[src/hw/rtl/vsf_pkg.sv]
// Shared types and constants for the variation selector filter.
// No dependencies; used by vsf_cell and variation_selector_filter.
package vsf_pkg;

  localparam int CpW      = 21;
  localparam int IdxW     = 9;
  localparam int DefDepth = 512;

  localparam logic [CpW-1:0] VsLoA = 21'h00FE00;
  localparam logic [CpW-1:0] VsHiA = 21'h00FE0F;
  localparam logic [CpW-1:0] VsLoB = 21'h0E0100;
  localparam logic [CpW-1:0] VsHiB = 21'h0E01EF;

  typedef enum logic {
    ACT_FILTER = 1'b0,
    ACT_WRITE  = 1'b1
  } action_t;

  // Item travelling down the cell row.
  // A query carries the code point in a and the preceding code point in b.
  // A table write carries the selector in a and the base in b.
  typedef struct packed {
    logic            valid;
    action_t         act;
    logic            chk;     // query needs a table hit to be kept
    logic            hit;     // a cell already matched
    logic            wvalid;  // entry valid flag for writes
    logic [CpW-1:0]  a;
    logic [CpW-1:0]  b;
    logic [IdxW-1:0] idx;
  } token_t;

  function automatic logic is_selector(input logic [CpW-1:0] cp);
    is_selector = ((cp >= VsLoA) && (cp <= VsHiA)) || ((cp >= VsLoB) && (cp <= VsHiB));
  endfunction

endpackage

[src/hw/rtl/vsf_cell.sv]
// One cell of the allowed-pair row: holds one table entry and one item slot.
// Depends on vsf_pkg.
module vsf_cell #(
  parameter int CELL_INDEX = 0
) (
  input  logic            clk,
  input  logic            rst_n,
  input  logic            advance,
  input  vsf_pkg::token_t tok_in,
  output vsf_pkg::token_t tok_out
);
  import vsf_pkg::*;

  logic           ent_valid_r;
  logic [CpW-1:0] ent_sel_r;
  logic [CpW-1:0] ent_base_r;
  token_t         tok_r;
  token_t         tok_nxt;
  logic           wr_here;

  assign wr_here = tok_in.valid && (tok_in.act == ACT_WRITE) &&
                   (32'(tok_in.idx) == CELL_INDEX);

  always_comb begin
    tok_nxt = tok_in;
    if (tok_in.valid && (tok_in.act == ACT_FILTER) && ent_valid_r &&
        (ent_sel_r == tok_in.a) && (ent_base_r == tok_in.b)) begin
      tok_nxt.hit = 1'b1;
    end
  end

  always_ff @(posedge clk) begin
    if (!rst_n) begin
      ent_valid_r <= 1'b0;
      tok_r.valid <= 1'b0;
    end else if (advance) begin
      tok_r <= tok_nxt;
      if (wr_here) begin
        ent_valid_r <= tok_in.wvalid;
        ent_sel_r   <= tok_in.a;
        ent_base_r  <= tok_in.b;
      end
    end
  end

  assign tok_out = tok_r;

endmodule

[config.mk]
export PLATFORM = sky130hd
export DESIGN_NAME = vsf_cell
export DESIGN_NICKNAME = d
export VERILOG_FILES = /design/src/hw/rtl/vsf_pkg.sv /design/src/hw/rtl/vsf_cell.sv
export SDC_FILE = /design/constraint.sdc
export NUM_CORES = 1
export LEC_CHECK = 0
export ABC_AREA = 1
export BUFFER_PORTS_ARGS = -buffer_cell sky130_fd_sc_hd__buf_2
export CAP_MARGIN = 20
export CORE_ASPECT_RATIO = 1.75
export CORE_UTILIZATION = 49
export CTS_BUF_LIST = sky130_fd_sc_hd__clkbuf_8
export CTS_CLUSTER_SIZE = 28
export DETAILED_ROUTE_END_ITERATION = 16
export PLACE_DENSITY = 0.73
export REMOVE_ABC_BUFFERS = 1
export SLEW_MARGIN = 20
export SYNTH_ARGS = -nofsm -noshare
export SYNTH_HDL_FRONTEND = slang
export SYNTH_SLANG_ARGS = --single-unit
[constraint.sdc]
create_clock -name clk -period 3.05 [get_ports clk]
set_input_delay 0.1525 -clock clk [delete_from_list [all_inputs] [get_ports clk]]
set_output_delay 0.1525 -clock clk [all_outputs]
set_load 0.005 [all_outputs]
==> impl_metrics.tcl <==
set metrics [dict create \
    cts_hold_buffers 19 \
    yosysTopAreaCellShare_pct 77.0 \
    reg2reg_to "tok_out[52]" \
    setup_viol 0 \
    powerDensity_nw_per_um2 506 \
    final.setup_skew_ns 0.00461 \
    dp_hpwl_um 4660 \
    hold_viol_final 0 \
    grt_use_total_pct 18.3 \
    clock-sinks 99 \
    crit_required_ns 3.04 \
    die_h_um 118 \
    synthTopCellsByArea "edfxtp_1, nand2_1, xnor2_1, inv_1, nor2_1" \
    r2r_start "ent_base_r[5]" \
    period_minus_slack_ns 1.85 \
    cts-root-buf "clkbuf_8" \
    cts_resized 0 \
    synth_edf_count 97 \
    placement.io_buffers 114 \
    async_reset_ff_share_pct 0 \
    cpPeakStageDelay_ns 0.54 \
    cts_buffer_depth 2 \
    cellLeakagePower_uw 0.00204 \
    n_antenna_cell 0 \
    worstPathMaxFanout 42 \
    wirelength_um 6880 \
    layout-drive-gt1-share_pct 30.2 \
    post_drt_via_cell_ratio 4.74 \
    ios 115 \
    grt_pass1_vias 2410 \
    core_um2 7510 \
    ant_nets 0 \
    row_count 42 \
    initial_core_util_pct 50.3 \
    place.gp.congestion 0.756 \
    htree_levels 3 \
    critical_path_arrival_ns 1.84 \
    fin_crit_sh_pct 60.5 \
    critPathLaunchType "primary input" \
    power_uw 2450 \
    firstDrtPassIters 4 \
    yosysSeqAreaShare_pct 78.1 \
    pre_cts_slack_ns 1.38 \
    cts_tree "built" \
    avgRoutedWirePerCell_um 13.3 \
    synth-simple-area-share_pct 12.2 \
    hp-class "primary input to register" \
    fin_cells 518 \
    drtIter0Drc 160 \
    cap_violations 0 \
    grt_remaining_overflow 0 \
    final_nets 484 \
    slew_viol_final 0 \
    synth.cells.most_frequent "edfxtp_1, nand2_1, inv_1, nor2_1, xnor2_1" \
    synthMuxAreaShare_pct 0 \
    synth_warnings 0 \
    yosysMostFrequentCell "edfxtp_1" \
    status "finished clean" \
    vias 2453 \
    max_freq_mhz 542 \
    min_to "tok_out[17]" \
    netlist_instances 279 \
    clk_latency_ns 0.35 \
    critical-path-slowest-cell "dlygate4sd3_1" \
    crit_chain "dlygate4sd3_1, buf_2, nor4_1, nand4_1, nor2_4, buf_4" \
    max_slew.worst_pin.slew_ns 0.939 \
    synth-compound-area-share_pct 0.397 \
    rrSetupSlack_ns 1.77 \
    relSlewSlack_pct 37.4 \
    grt_pass1_wl_um 10600 \
    crit_type "primary input to register" \
    synth_cell_types 15 \
    irDropWorstVdd_mv 0.352 \
    numCtsBuffers 9 \
    post-cts-setup-buffers 0 \
    clk_pin_slew_ns 0.08 \
    synth_area_leader_cell "edfxtp_1" \
    synth.cell_area_um2 3780 \
    min_from "tok_in[17]" \
    die_area_um2 8090 \
    setup_slack_ns 1.20 \
    route.detailed.drc 0 \
    synth_xor_xnor_area_share_pct 5.56 \
    cp-end-kind "register" \
    die_w_um 68.4 \
    dp_cells 482 \
    synth_top_flop_cell "edfxtp_1" \
    antenna_found_initial 0 \
    fill_cells 585 \
    rsz0062_at_grt "no" \
    reg2regPathDepth 9 \
    synth_top_family_by_area "simple AND/OR/NAND/NOR gates" \
    hold_depth 1 \
    fin_tns_setup_ns 0 \
    synth_seq_cells 99 \
    avgSynthCellArea_um2 13.6 \
    synthAdderAreaFrac_pct 0 \
    area_growth_pct 27.7 \
    grt_max_degree 56 \
]
worst max path at each step:
| stage | startpoint | slack, ns | end | cells past startpoint |
|---|---|---|---|---|
| 6_report | tok_in[4] | 1.20 | ent_base_r[13] | 6 |
| 4_1_cts | tok_in[4] | 1.20 | ent_sel_r[0] | 6 |
| 2_1_floorplan | tok_in[4] | 0.32 | ent_base_r[0] | 3 |
| 3_5_place_dp | tok_in[4] | 1.38 | ent_sel_r[6] | 5 |
| 3_3_place_gp | tok_in[4] | 1.37 | ent_sel_r[5] | 5 |
| 5_1_grt | tok_in[4] | 1.09 | ent_sel_r[10] | 6 |
where the power goes:
| group | switching [uW] | leakage [uW] | internal, uW |
|---|---|---|---|
| combinational | 100 | 0.00104 | 96.3 |
| sequential | 11.3 | 0.000910 | 1550 |
| clock | 411 | 0.0000855 | 279 |
metrics by stage:
step	hold WS (ns)	instance area (um^2)	util (%)
after floorplan	0.251	3780	-
after global placement	0.329	4480	59.6
after detailed placement	0.335	4480	59.6
after CTS	0.0000295	4820	64.1
after global routing	0.00231	4830	64.3
final	0.0160	4830	64.3
critical path, delay by kind of cell:
family	cells	cell delay, ns
and+or+nand+nor	3	0.53
buffers and inverters	3	1.14
routing by layer:
| layer | part of all wire [%] | vias to the layer above | routed length (um) | GRT usage, % |
|---|---|---|---|---|
| met3 | 3.5 | 14 | 240 | 3.28 |
| met5 | 0 | - | 0 | 0 |
| met2 | 54 | 79 | 3740 | 31.8 |
| met1 | 39 | 1149 | 2690 | 20.0 |
| li1 | - | 1211 | - | - |
| met4 | 3.0 | 0 | 207 | 10.0 |
cells by family after synthesis:
family,Yosys count
DFF,99
and+or+nand+nor,115
xor gates and xnor gates,24
buffers and inverters,38
AOI/OAI and AO/OA,3
sequential cells by signal (all words and copies together) (netlist names):
signal       cells
tok_out         56
ent_base_r      21
ent_sel_r       21
ent_valid_r      1
area by class of cell:
cell class | instances | area, um^2 | area share [%]
clock inverters | 7 | 27.5 | 0.570
inverters | 38 | 144 | 2.98
clock buffers | 9 | 124 | 2.56
well taps | 88 | 110 | 2.28
multi-input cells | 142 | 694 | 14.4
flip-flops and latches | 99 | 2950 | 61.1
repair buffers | 135 | 778 | 16.1
placed cells by master (no fill, tap or decap), types with 2 or more instances in the layout:
master | Yosys | layout
clkinv_1 | 0 | 4
nand2_1 | 77 | 77
xnor2_1 | 23 | 23
edfxtp_1 | 97 | 97
inv_1 | 38 | 39
dlygate4sd3_1 | 0 | 20
clkbuf_8 | 0 | 9
clkinv_2 | 0 | 2
a21oi_1 | 2 | 2
dfxtp_1 | 2 | 2
buf_2 | 0 | 114
nor2_1 | 32 | 31
Power figures use the tool's default switching activity.
